### src/atab_pkg.sv
// Shared types, constants and helpers for the ARGB tint and alpha blend block.
// No dependencies; every other file in src except atab_if refers to this package by scoped name.
package atab_pkg;

    localparam int unsigned PixelWidth = 32;
    localparam int unsigned ChanWidth  = 8;
    localparam int unsigned ProdWidth  = 16;
    localparam int unsigned QueueDepth = 4;
    localparam int unsigned PtrWidth   = $clog2(QueueDepth);
    localparam int unsigned CountWidth = $clog2(QueueDepth + 1);

    localparam logic [PixelWidth-1:0] TintNone  = 32'hFFFF_FFFF;
    localparam logic [ChanWidth-1:0]  ChanFull  = 8'd255;
    localparam logic [ChanWidth-1:0]  ChanZero  = 8'd0;
    localparam logic [ProdWidth-1:0]  RoundHalf = 16'd127;

    typedef logic [ChanWidth-1:0] chan_t;

    // What the back end has to do with a beat.
    typedef enum logic [1:0] {
        KIND_SKIP  = 2'd0,   // tinted alpha is zero: keep destination
        KIND_COPY  = 2'd1,   // tinted alpha is full: write tinted source
        KIND_BLEND = 2'd2    // partial alpha: blend over destination
    } atab_kind_t;

    typedef struct packed {
        atab_kind_t             kind;
        chan_t                  a;
        chan_t                  r;
        chan_t                  g;
        chan_t                  b;
        logic [PixelWidth-1:0]  dst;
    } atab_entry_t;

    // Exact x/255 for 0 <= x <= 65279 (quotient fits in 8 bits) using add and shift.
    function automatic chan_t div255(input logic [ProdWidth-1:0] x);
        logic [ProdWidth:0] t;
        t = {1'b0, x} + {9'd0, x[ProdWidth-1:ChanWidth]} + 17'd1;
        return t[ProdWidth-1:ChanWidth];
    endfunction

    // Rounded product term x*y + 127, at most 65152.
    function automatic logic [ProdWidth-1:0] mul_rnd(input chan_t x, input chan_t y);
        return ProdWidth'(x * y) + RoundHalf;
    endfunction

endpackage

### src/atab_if.sv
// Stream channel interfaces for the ARGB tint and alpha blend block.
// Depends on nothing; beats move when valid and ready are both high.
interface atab_in_if;
    logic        valid;
    logic        ready;
    logic [31:0] source_pixel;
    logic [31:0] dest_pixel;

    modport source (output valid, output source_pixel, output dest_pixel, input ready);
    modport sink   (input valid, input source_pixel, input dest_pixel, output ready);
endinterface

interface atab_out_if;
    logic        valid;
    logic        ready;
    logic [31:0] blended_pixel;
    logic        write_enable;

    modport source (output valid, output blended_pixel, output write_enable, input ready);
    modport sink   (input valid, input blended_pixel, input write_enable, output ready);
endinterface

### src/atab_front.sv
// Front end: accepts input beats, applies the tint and classifies each pixel.
// Depends on atab_pkg and atab_if; pushes into the queue in atab_fifo.
module atab_front (
    input  logic                             clk,
    input  logic                             rst_n,
    input  logic [atab_pkg::PixelWidth-1:0]  tint,
    atab_in_if.sink                          in_ch,
    input  logic [atab_pkg::CountWidth-1:0]  fifo_count,
    output logic                             push,
    output atab_pkg::atab_entry_t            push_data
);

    logic                                    p1_valid_reg;
    logic [atab_pkg::ProdWidth-1:0]          prod_reg [4];
    logic [atab_pkg::ProdWidth-1:0]          prod_next [4];
    logic [atab_pkg::PixelWidth-1:0]         dst_reg;
    logic [atab_pkg::CountWidth-1:0]         level;
    logic                                    accept;
    atab_pkg::chan_t                         tch [4];

    // Reserve a queue slot for every beat in flight so a push never finds it full.
    assign level       = fifo_count + atab_pkg::CountWidth'(p1_valid_reg);
    assign in_ch.ready = (level < atab_pkg::CountWidth'(atab_pkg::QueueDepth));
    assign accept      = in_ch.valid && in_ch.ready;

    // Lane i covers byte i; a tint byte of 255 maps x to x exactly, so no bypass.
    always_comb
    begin
        for (int i = 0; i < 4; i++)
        begin
            prod_next[i] = atab_pkg::mul_rnd(in_ch.source_pixel[8*i +: 8], tint[8*i +: 8]);
        end
    end

    always_ff @(posedge clk or negedge rst_n)
    begin
        if (!rst_n)
        begin
            p1_valid_reg <= 1'b0;
        end
        else
        begin
            p1_valid_reg <= accept;
        end
    end

    always_ff @(posedge clk)
    begin
        if (accept)
        begin
            for (int i = 0; i < 4; i++)
            begin
                prod_reg[i] <= prod_next[i];
            end
            dst_reg <= in_ch.dest_pixel;
        end
    end

    always_comb
    begin
        for (int i = 0; i < 4; i++)
        begin
            tch[i] = atab_pkg::div255(prod_reg[i]);
        end
        push_data.a   = tch[3];
        push_data.r   = tch[2];
        push_data.g   = tch[1];
        push_data.b   = tch[0];
        push_data.dst = dst_reg;
        if (tch[3] == atab_pkg::ChanZero)
        begin
            push_data.kind = atab_pkg::KIND_SKIP;
        end
        else if (tch[3] == atab_pkg::ChanFull)
        begin
            push_data.kind = atab_pkg::KIND_COPY;
        end
        else
        begin
            push_data.kind = atab_pkg::KIND_BLEND;
        end
    end

    assign push = p1_valid_reg;

endmodule

### src/atab_fifo.sv
// Short queue of classified pixels between the front and back ends.
// Depends on atab_pkg for the entry type and depth.
module atab_fifo (
    input  logic                             clk,
    input  logic                             rst_n,
    input  logic                             push,
    input  atab_pkg::atab_entry_t            push_data,
    input  logic                             pop,
    output atab_pkg::atab_entry_t            head,
    output logic                             empty,
    output logic [atab_pkg::CountWidth-1:0]  count
);

    atab_pkg::atab_entry_t                   mem_reg [atab_pkg::QueueDepth];
    logic [atab_pkg::PtrWidth-1:0]           wr_ptr_reg;
    logic [atab_pkg::PtrWidth-1:0]           rd_ptr_reg;
    logic [atab_pkg::CountWidth-1:0]         count_reg;
    logic [atab_pkg::CountWidth-1:0]         count_next;

    assign empty = (count_reg == '0);
    assign count = count_reg;
    assign head  = mem_reg[rd_ptr_reg];

    always_comb
    begin
        count_next = count_reg;
        if (push && !pop)
        begin
            count_next = count_reg + atab_pkg::CountWidth'(1);
        end
        else if (pop && !push)
        begin
            count_next = count_reg - atab_pkg::CountWidth'(1);
        end
    end

    always_ff @(posedge clk or negedge rst_n)
    begin
        if (!rst_n)
        begin
            wr_ptr_reg <= '0;
            rd_ptr_reg <= '0;
            count_reg  <= '0;
        end
        else
        begin
            if (push)
            begin
                wr_ptr_reg <= wr_ptr_reg + atab_pkg::PtrWidth'(1);
            end
            if (pop)
            begin
                rd_ptr_reg <= rd_ptr_reg + atab_pkg::PtrWidth'(1);
            end
            count_reg <= count_next;
        end
    end

    always_ff @(posedge clk)
    begin
        if (push)
        begin
            mem_reg[wr_ptr_reg] <= push_data;
        end
    end

    a_no_overflow: assert property (@(posedge clk) disable iff (!rst_n)
        push && !pop |-> count_reg < atab_pkg::CountWidth'(atab_pkg::QueueDepth))
        else $error("queue push while full");

    a_no_underflow: assert property (@(posedge clk) disable iff (!rst_n)
        pop |-> !empty)
        else $error("queue pop while empty");

    a_count_bound: assert property (@(posedge clk) disable iff (!rst_n)
        count_reg <= atab_pkg::CountWidth'(atab_pkg::QueueDepth))
        else $error("queue count beyond depth");

    a_ptr_track: assert property (@(posedge clk) disable iff (!rst_n)
        count_reg == '0 || count_reg == atab_pkg::CountWidth'(atab_pkg::QueueDepth) ||
        wr_ptr_reg != rd_ptr_reg)
        else $error("queue pointers disagree with count");

endmodule

### src/atab_back.sv
// Back end: blends classified pixels over the destination and holds the result.
// Depends on atab_pkg and atab_if; pops from atab_fifo.
module atab_back (
    input  logic                    clk,
    input  logic                    rst_n,
    input  atab_pkg::atab_entry_t   head,
    input  logic                    empty,
    output logic                    pop,
    atab_out_if.source              out_ch
);

    logic                                    b1_valid_reg;
    atab_pkg::atab_entry_t                   b1_ent_reg;
    logic [atab_pkg::ProdWidth-1:0]          b1_prod_reg [4];
    logic [atab_pkg::ProdWidth-1:0]          b1_prod_next [4];
    logic                                    b2_valid_reg;
    logic [atab_pkg::PixelWidth-1:0]         b2_pix_reg;
    logic [atab_pkg::PixelWidth-1:0]         b2_pix_next;
    logic                                    b2_we_reg;
    logic                                    b2_we_next;
    logic                                    b1_adv;
    logic                                    b2_adv;
    atab_pkg::chan_t                         inv;

    assign b2_adv = !b2_valid_reg || out_ch.ready;
    assign b1_adv = !b1_valid_reg || b2_adv;
    assign pop    = !empty && b1_adv;

    // Stage 1: channel products; lane 3 is the destination alpha term.
    always_comb
    begin
        inv = ~head.a;
        b1_prod_next[2] = atab_pkg::mul_rnd(head.r, head.a) + 16'(head.dst[23:16] * inv);
        b1_prod_next[1] = atab_pkg::mul_rnd(head.g, head.a) + 16'(head.dst[15:8] * inv);
        b1_prod_next[0] = atab_pkg::mul_rnd(head.b, head.a) + 16'(head.dst[7:0] * inv);
        b1_prod_next[3] = atab_pkg::mul_rnd(head.dst[31:24], inv);
    end

    // Stage 2: scale by 1/255 and pick the result for the pixel's kind.
    always_comb
    begin
        case (b1_ent_reg.kind)
            atab_pkg::KIND_COPY:
            begin
                b2_pix_next = {b1_ent_reg.a, b1_ent_reg.r, b1_ent_reg.g, b1_ent_reg.b};
                b2_we_next  = 1'b1;
            end
            atab_pkg::KIND_BLEND:
            begin
                b2_pix_next = {b1_ent_reg.a + atab_pkg::div255(b1_prod_reg[3]),
                               atab_pkg::div255(b1_prod_reg[2]),
                               atab_pkg::div255(b1_prod_reg[1]),
                               atab_pkg::div255(b1_prod_reg[0])};
                b2_we_next  = 1'b1;
            end
            default:
            begin
                b2_pix_next = b1_ent_reg.dst;
                b2_we_next  = 1'b0;
            end
        endcase
    end

    always_ff @(posedge clk or negedge rst_n)
    begin
        if (!rst_n)
        begin
            b1_valid_reg <= 1'b0;
            b2_valid_reg <= 1'b0;
        end
        else
        begin
            if (b1_adv)
            begin
                b1_valid_reg <= pop;
            end
            if (b2_adv)
            begin
                b2_valid_reg <= b1_valid_reg;
            end
        end
    end

    always_ff @(posedge clk)
    begin
        if (pop)
        begin
            b1_ent_reg <= head;
            for (int i = 0; i < 4; i++)
            begin
                b1_prod_reg[i] <= b1_prod_next[i];
            end
        end
        if (b2_adv && b1_valid_reg)
        begin
            b2_pix_reg <= b2_pix_next;
            b2_we_reg  <= b2_we_next;
        end
    end

    assign out_ch.valid         = b2_valid_reg;
    assign out_ch.blended_pixel = b2_pix_reg;
    assign out_ch.write_enable  = b2_we_reg;

    a_hold_on_stall: assert property (@(posedge clk) disable iff (!rst_n)
        b2_valid_reg && !out_ch.ready |=> b2_valid_reg && $stable(b2_pix_reg))
        else $error("result changed while stalled");

    a_b1_kept: assert property (@(posedge clk) disable iff (!rst_n)
        b1_valid_reg && !b2_adv |=> b1_valid_reg && $stable(b1_ent_reg))
        else $error("blend stage lost a beat under stall");

    a_pop_needs_room: assert property (@(posedge clk) disable iff (!rst_n)
        pop |-> !b1_valid_reg || b2_adv)
        else $error("pop into an occupied stage");

endmodule

### src/argb_tint_alpha_blend.sv
// Top level of the ARGB8888 tint and source-over alpha blend block.
// Depends on atab_pkg, atab_if, atab_front, atab_fifo and atab_back.
//
// Usage:
//   in_ch  (atab_in_if.sink) takes one beat per pixel: source_pixel and the
//          dest_pixel it lands on, both ARGB8888 with alpha in bits 31:24.
//   out_ch (atab_out_if.source) gives one beat per input beat, in order:
//          blended_pixel and write_enable (low when the tinted alpha is zero;
//          blended_pixel then carries dest_pixel unchanged).
//   cfg_we / cfg_wdata write the tint register; all ones disables tinting.
//          Write it only while no beat is in flight.
// Throughput: one pixel per clock cycle, sustained, when out_ch is ready.
// Path: an accepted beat passes the tint product register (loaded on the
//   accepting edge), then a queue slot, the blend product register and the
//   output register, which drives out_ch.valid.
// A four-entry queue between the tint front end and the blend back end lets
//   each side stall independently; in_ch.ready drops only when the queue plus
//   the beat in the tint stage fill its four slots.
// Reset: clears every valid flag and the queue, and loads the tint register
//   with all ones. When out_ch stalls, the result is held steady and the blend
//   stage plus the queue absorb up to five further beats before in_ch.ready falls.
module argb_tint_alpha_blend (
    input  logic                             clk,
    input  logic                             rst_n,
    input  logic                             cfg_we,
    input  logic [atab_pkg::PixelWidth-1:0]  cfg_wdata,
    atab_in_if.sink                          in_ch,
    atab_out_if.source                       out_ch
);

    logic [atab_pkg::PixelWidth-1:0]         tint_reg;
    logic                                    push;
    atab_pkg::atab_entry_t                   push_data;
    logic                                    pop;
    atab_pkg::atab_entry_t                   head;
    logic                                    empty;
    logic [atab_pkg::CountWidth-1:0]         fifo_count;

    // Hold tint; user makes writes land only while pipeline is idle, unchecked.
    always_ff @(posedge clk or negedge rst_n)
    begin
        if (!rst_n)
        begin
            tint_reg <= atab_pkg::TintNone;
        end
        else if (cfg_we)
        begin
            tint_reg <= cfg_wdata;
        end
    end

    // Tint and classify each accepted beat.
    atab_front u_front (
        .clk        (clk),
        .rst_n      (rst_n),
        .tint       (tint_reg),
        .in_ch      (in_ch),
        .fifo_count (fifo_count),
        .push       (push),
        .push_data  (push_data)
    );

    // Decouple the front end from output stalls.
    atab_fifo u_fifo (
        .clk       (clk),
        .rst_n     (rst_n),
        .push      (push),
        .push_data (push_data),
        .pop       (pop),
        .head      (head),
        .empty     (empty),
        .count     (fifo_count)
    );

    // Blend over the destination and drive the result beat.
    atab_back u_back (
        .clk    (clk),
        .rst_n  (rst_n),
        .head   (head),
        .empty  (empty),
        .pop    (pop),
        .out_ch (out_ch)
    );

    a_skip_keeps_dest_alpha: assert property (@(posedge clk) disable iff (!rst_n)
        push && push_data.kind == atab_pkg::KIND_SKIP |-> push_data.a == atab_pkg::ChanZero)
        else $error("skip beat with nonzero alpha");

    a_copy_full_alpha: assert property (@(posedge clk) disable iff (!rst_n)
        push && push_data.kind == atab_pkg::KIND_COPY |-> push_data.a == atab_pkg::ChanFull)
        else $error("copy beat without full alpha");

    a_no_tint_identity: assert property (@(posedge clk) disable iff (!rst_n)
        in_ch.valid && in_ch.ready && tint_reg == atab_pkg::TintNone
        |=> push && push_data.a == $past(in_ch.source_pixel[31:24]))
        else $error("untinted alpha altered");

endmodule

### src/flat_wrapper.sv
// flat-port wrapper written by rule: the top's interface ports become plain ports
module argb_tint_alpha_blend_flat 
  (clk, rst_n, cfg_we, cfg_wdata, in_ch_valid, in_ch_source_pixel, in_ch_dest_pixel, in_ch_ready, out_ch_valid, out_ch_blended_pixel, out_ch_write_enable, out_ch_ready);
  atab_in_if in_ch_i ();
  atab_out_if out_ch_i ();
  input  logic clk;
  input  logic rst_n;
  input  logic cfg_we;
  input  logic [atab_pkg::PixelWidth-1:0] cfg_wdata;
  input wire logic [$bits(in_ch_i.valid)-1:0] in_ch_valid;
  input wire logic [$bits(in_ch_i.source_pixel)-1:0] in_ch_source_pixel;
  input wire logic [$bits(in_ch_i.dest_pixel)-1:0] in_ch_dest_pixel;
  output wire logic [$bits(in_ch_i.ready)-1:0] in_ch_ready;
  output wire logic [$bits(out_ch_i.valid)-1:0] out_ch_valid;
  output wire logic [$bits(out_ch_i.blended_pixel)-1:0] out_ch_blended_pixel;
  output wire logic [$bits(out_ch_i.write_enable)-1:0] out_ch_write_enable;
  input wire logic [$bits(out_ch_i.ready)-1:0] out_ch_ready;
  assign in_ch_i.valid = in_ch_valid;
  assign in_ch_i.source_pixel = in_ch_source_pixel;
  assign in_ch_i.dest_pixel = in_ch_dest_pixel;
  assign in_ch_ready = in_ch_i.ready;
  assign out_ch_valid = out_ch_i.valid;
  assign out_ch_blended_pixel = out_ch_i.blended_pixel;
  assign out_ch_write_enable = out_ch_i.write_enable;
  assign out_ch_i.ready = out_ch_ready;
  argb_tint_alpha_blend u_core (.clk(clk), .rst_n(rst_n), .cfg_we(cfg_we), .cfg_wdata(cfg_wdata), .in_ch(in_ch_i), .out_ch(out_ch_i));
endmodule
### config.mk
export PLATFORM = sky130hd
export DESIGN_NAME = argb_tint_alpha_blend_flat
export DESIGN_NICKNAME = d
export VERILOG_FILES = /design/src/atab_pkg.sv /design/src/atab_if.sv /design/src/atab_front.sv /design/src/atab_fifo.sv /design/src/atab_back.sv /design/src/argb_tint_alpha_blend.sv /design/src/flat_wrapper.sv
export SDC_FILE = /design/constraint.sdc
export NUM_CORES = 2
export LEC_CHECK = 0
export ABC_AREA = 1
export BUFFER_PORTS_ARGS = -buffer_cell sky130_fd_sc_hd__buf_2
export CELL_PAD_IN_SITES_DETAIL_PLACEMENT = 0
export CELL_PAD_IN_SITES_GLOBAL_PLACEMENT = 1
export CORE_UTILIZATION = 55
export CTS_CLUSTER_SIZE = 10
export DETAILED_ROUTE_END_ITERATION = 10
export PLACE_DENSITY = 0.94
export SLEW_MARGIN = 20
export SYNTH_ARGS = -nofsm -noshare
export SYNTH_HDL_FRONTEND = slang
export SYNTH_SLANG_ARGS = --single-unit
### constraint.sdc
create_clock -name clk -period 14.4 [get_ports clk]
set_clock_uncertainty 0.05 [all_clocks]
set_input_delay 1.44 -clock clk [delete_from_list [all_inputs] [get_ports clk]]
set_output_delay 1.44 -clock clk [all_outputs]
set_load 0.01 [all_outputs]
Word level (Yosys, flattened, before mapping):

Memories as Yosys holds them, arrays and structs flattened.
Index checks and enable logic that the tools add are counted.

* input port bits: 101
* output and inout port bits: 35
* logic and storage cells: 96
* flip-flop bits (word level): 173
* memories: 3
* bits in writable memories: 392

Memories
* u_core.u_fifo.mem_reg: words 4, width 66, read ports 1, clocked after memory_dff 0, write ports 1, RTL line atab_fifo.sv:14 `atab_pkg::atab_entry_t mem_reg [atab_pkg::QueueDepth];`
* u_core.u_back.b1_prod_reg: words 4, width 16, read ports 4, clocked after memory_dff 0, write ports 4, RTL line atab_back.sv:14 `logic [atab_pkg::ProdWidth-1:0] b1_prod_reg [4];`
* u_core.u_front.prod_reg: words 4, width 16, read ports 4, clocked after memory_dff 0, write ports 4, RTL line atab_front.sv:14 `logic [atab_pkg::ProdWidth-1:0] prod_reg [4];`

* magnitude comparators: 1
* $mul: 11
* bitwise operators: 1
* reductions and logical operators: 16
* equality and inequality tests: 3
* multiplexer cells: 12
* add/subtract/negate cells: 33

Operator list (count)
* $mul 8x8->16: 11
* $add 16x1->16 const B: 8
* $add 16x7->16 const B: 8
* $add 16x8->16: 8
* $pmux 32 s2: 1
* $add 16x16->16: 3
* $add 8x8->8: 1
* $eq 8x8->1 const B: 1
* $logic_not 8->1: 1
* $not 8->8: 1
* $mux 1: 7
* $mux 3: 2
* $logic_and 1x1->1: 5
* $logic_not 1->1: 5
* $add 2x1->2 const B: 2
* $mux 2: 2
* $add 3x1->3: 1
* $add 3x1->3 const B: 1
* $logic_not 3->1: 1
* $lt 3x3->1 const B: 1
* $sub 3x1->3 const B: 1
* $eq 2x1->1 const B: 1
* $eq 2x2->1 const B: 1
* $logic_or 1x1->1: 2
* other kinds (2): 2

Longest topological paths before layout:

* word-level depth: 7
* gate-level depth with buffers: 28
* depth with buffers taken out: 25

Modules after synthesis:

Synthesis repeated with hierarchy kept, for this count alone.

* cell total of the unflattened synthesis: 5374
* area, all modules: 49557.5 um2

By module, submodules not included
* atab_back: sequential area each 4944.7 um2, cells an instance 2649, times used 1, area an instance 22980.8 um2
* atab_front: sequential area each 2907.8 um2, cells an instance 1772, times used 1, area an instance 14114.8 um2
* atab_fifo: sequential area each 8102.8 um2, cells an instance 817, times used 1, area an instance 11129.4 um2
* argb_tint_alpha_blend: sequential area each 840.8 um2, cells an instance 136, times used 1, area an instance 1332.5 um2

Worst setup path after synthesis:

Ideal clock, no wire load.

* path type: input -> register
* start point: in in_ch_valid
* end point: reg u_core.u_front.dst_reg[0] (netlist name) (enable)
* path slack: 8331 ps
* library setup time: 552 ps
* arrival: 5467 ps
* buffers on the path: 0
* required time: 13798 ps
* cell stages on the path: 2
* path through: inv_1 > nor2_1

* cells in the longest elaborated chain, start to end: 1

RTL lines
* start: declaration: RTL line flat_wrapper.sv:10 `input wire logic [$bits(in_ch_i.valid)-1:0] in_ch_valid;`
* $logic_and 1x1->1: RTL line atab_front.sv:24 `assign accept = in_ch.valid && in_ch.ready;`
* named net u_core.u_front.accept: RTL line atab_front.sv:18 `logic accept;`
* end signal: assignment: RTL line atab_front.sv:55 `dst_reg <= in_ch.dest_pixel;`
* end: declaration: RTL line atab_front.sv:16 `logic [atab_pkg::PixelWidth-1:0] dst_reg;`

The timed path passes the listed nets, and every way through them passes these cells.
A chain may end at the register's enable or synchronous reset.

==> results.json <==
{
  "initial_core_util_pct": 55.60,
  "via_count": 33200,
  "syn_nets": 5979,
  "tritoncts": "built",
  "arrival_ns": 8.47,
  "fmax_mhz": 122.6,
  "fin_tns_setup_ns": 0,
  "port_buffers": 135,
  "synth_seq_cells": 565,
  "die_h_microns": 298.4,
  "dieWidth_microns": 298.4,
  "wl_mm": 104.8,
  "rsz0062_at_grt": "no",
  "cts_max_path_buffers": 3,
  "drcViolationCount": 0,
  "cts_buffers": 71,
  "worst_pin_slew_ns": 1.032,
  "multi_input_area_sq_mm": 0.02698,
  "grt_pass1_vias": 34180,
  "end_kind": "register",
  "drt_iter0_markers": 2326,
  "drt.antenna.violating_nets": 0,
  "grt_max_degree": 134,
  "ys_seq_area_share_pct": 34.77,
  "netlist_instances": 4946,
  "setup-violations-final": 0,
  "ctsHoldBuffers": 0,
  "drt-pass1-iter-count": 6,
  "critPathKind": "reg2reg",
  "period_share_pct": 56.65,
  "rows": 108,
  "yosysTopAreaCell": "edfxtp_1",
  "grt_pass1_wl_mm": 173.0,
  "relSlewSlack_pct": 31.21,
  "drive_gt1_share_pct": 8.421,
  "status": "finished clean",
  "largest_reg_flops": 264,
  "syn-cell-area_sq_mm": 0.04831,
  "ios": 136,
  "register_area_sq_mm": 0.01680,
  "h-tree-depth": 3,
  "area_growth_pct": 7.506,
  "cts.sinks": 565,
  "clkLatencyLatePin_ns": 0.64,
  "antenna_found_initial": 11,
  "grt_usage_pct": 24.33,
  "cap_violations": 0,
  "fin_crit_ns": 8.157,
  "synthTopCellsByArea": "edfxtp_1, fa_1, ha_1",
  "cts_root_buf": "clkbuf_16",
  "via_per_inst": 5.349,
  "synth_edf_count": 523,
  "start_kind": "register",
  "die_area_sq_mm": 0.08902,
  "avgSynthCellArea_sq_um": 9.767,
  "filler_cell_count": 7161,
  "clkTransAtPathRegs_ns": 0.05,
  "place_congestion": 0.9062,
  "drt-wirelength-per-cell_microns": 16.88,
  "final_nets": 6043,
  "post-cts-setup-buffer-count": 0,
  "cts_resized": 0,
  "yosysUniqueCellTypes": 47,
  "ys_warn_count": 0,
  "maxSlewViolCount": 0,
  "coreArea_sq_mm": 0.08689,
  "dp_hpwl_mm": 78.44,
  "ys.flop_type": "edfxtp_1",
  "hold_viol": 0,
  "crit_fanout": 133,
  "ys_async_sr_fraction_pct": 7.434,
  "synth_top_area_share_pct": 32.51,
  "required_ns": 14.72,
  "grt-ovfl-total": 0,
  "hp-class": "reg2reg"
}
-- per-layer routing --
layer	up-vias	global-route usage [%]	wire length [microns]
met4	12	7.399	2839
met5	-	0	80
met2	1049	40.43	48910
met1	16170	32.31	45080
met3	196	4.835	7887
li1	15770	-	-
-- cells in the mapped netlist, types with 10 or more instances --
| master | number |
|---|---|
| xor2_1 | 89 |
| xnor2_1 | 39 |
| buf_6 | 12 |
| nand2_1 | 1057 |
| a21o_1 | 17 |
| nor3_1 | 22 |
| nand4_1 | 33 |
| edfxtp_1 | 523 |
| inv_2 | 31 |
| clkbuf_1 | 78 |
| dfrtp_1 | 10 |
| dfstp_2 | 32 |
| mux2_2 | 33 |
| nor2_1 | 412 |
| buf_4 | 25 |
| o21ai_0 | 76 |
| a21oi_1 | 267 |
| ha_1 | 411 |
| fa_1 | 521 |
| buf_2 | 45 |
| a32oi_2 | 55 |
| inv_1 | 954 |
| nand3_1 | 120 |
-- area by class of cell --
| type | count | area share [%] |
|---|---|---|
| timing repair buffer | 157 | 1.619 |
| sequential | 565 | 32.35 |
| antenna | 5 | 0.02409 |
| multi-input combinational | 3229 | 51.94 |
| clock buffer | 88 | 3.544 |
| tap | 1155 | 2.783 |
| inverter | 986 | 7.151 |
| clock inverter | 22 | 0.5879 |
-- through the flow --
step	hold slack [ns]	utilization, %	instance area (sq um)	worst slack, ns	instances
finish	0.4480	59.77	51930	6.243	6207
floorplan	0.3971	-	48310	8.331	4946
CTS	0.4458	59.76	51920	6.325	6202
detailed placement	0.4310	57.29	49780	6.346	6092
global route	0.4562	59.77	51930	5.788	6207
global placement	0.4174	57.29	49780	6.445	6092
-- cells in the final DEF (no fill, tap or decap), types with 3 or more instances in the layout --
master and count:
xnor2_1 39, o21ai_1 3, clkbuf_1 17, o21ai_0 76
inv_1 948, clkinv_16 5, o21a_1 3, nand4_1 33
ha_1 411, diode_2 5, and2_1 4, inv_2 35
mux2_2 33, nand3_1 120, o2111ai_1 5, nand3b_1 9
fa_1 521, a32oi_4 8, a21oi_1 266, a32oi_2 55
nor2_1 411, edfxtp_1 523, clkinv_2 7, clkinv_1 4
clkbuf_16 71, xor2_1 89, a31oi_1 8, o21bai_1 7
buf_4 22, a21o_1 17, o31ai_1 6, dfstp_2 32
nor3_1 22, dfrtp_1 9, buf_2 135, a21boi_0 3
or2_2 6, nand2_1 1057
-- critical path, cell delays in order (launching register included) --
cell,delay (ns)
dfrtp_4,0.92
clkinv_4,0.86
nand2_1,0.38
a32oi_4,0.13
buf_4,0.28
inv_2,0.58
nor2_1,0.15
fa_1,0.52
inv_1,0.05
fa_1,0.47
inv_1,0.05
fa_1,0.48
fa_1,0.51
fa_1,0.49
inv_1,0.05
fa_1,0.47
inv_1,0.04
ha_1,0.33
a21oi_1,0.34
o21ai_0,0.17
a21oi_1,0.14
o21ai_0,0.11
xnor2_1,0.15
-- logic make-up after synthesis --
family | after synthesis | share of synthesized area (%)
AO/OA/AOI/OAI | 467 | 6.757
XOR/XNOR | 128 | 2.321
adder cells (fa/ha/maj) | 932 | 32.24
buffers and inverters | 1152 | 9.467
flip-flops | 565 | 34.77
multiplexers | 33 | 0.7693
AND/OR/NAND/NOR | 1669 | 13.68
-- path summary, 6_finish.rpt --
path | startpoint | end | slack [ns] | cells after the start
worst max-delay path | u_core.u_fifo.rd_ptr_reg[0] | u_core.u_back.b1_prod_reg[1][15] | 6.24 | 22
worst min-delay path | u_core.u_front.dst_reg[27] | u_core.u_fifo.mem_reg[2][27] | 0.45 | 0
worst max register to register | u_core.u_fifo.rd_ptr_reg[0] | u_core.u_back.b1_prod_reg[1][15] | 6.24 | 22
worst min register to register | u_core.u_front.dst_reg[27] | u_core.u_fifo.mem_reg[2][27] | 0.45 | 0
max in group asynchronous | rst_n | u_core.u_fifo.rd_ptr_reg[0] | 12.94 | 2
min in group asynchronous | rst_n | u_core.u_front.push | 0.88 | 2
Power is not shown: default switching activity piles up to over one toggle a cycle in this logic, so the estimate is an artifact.
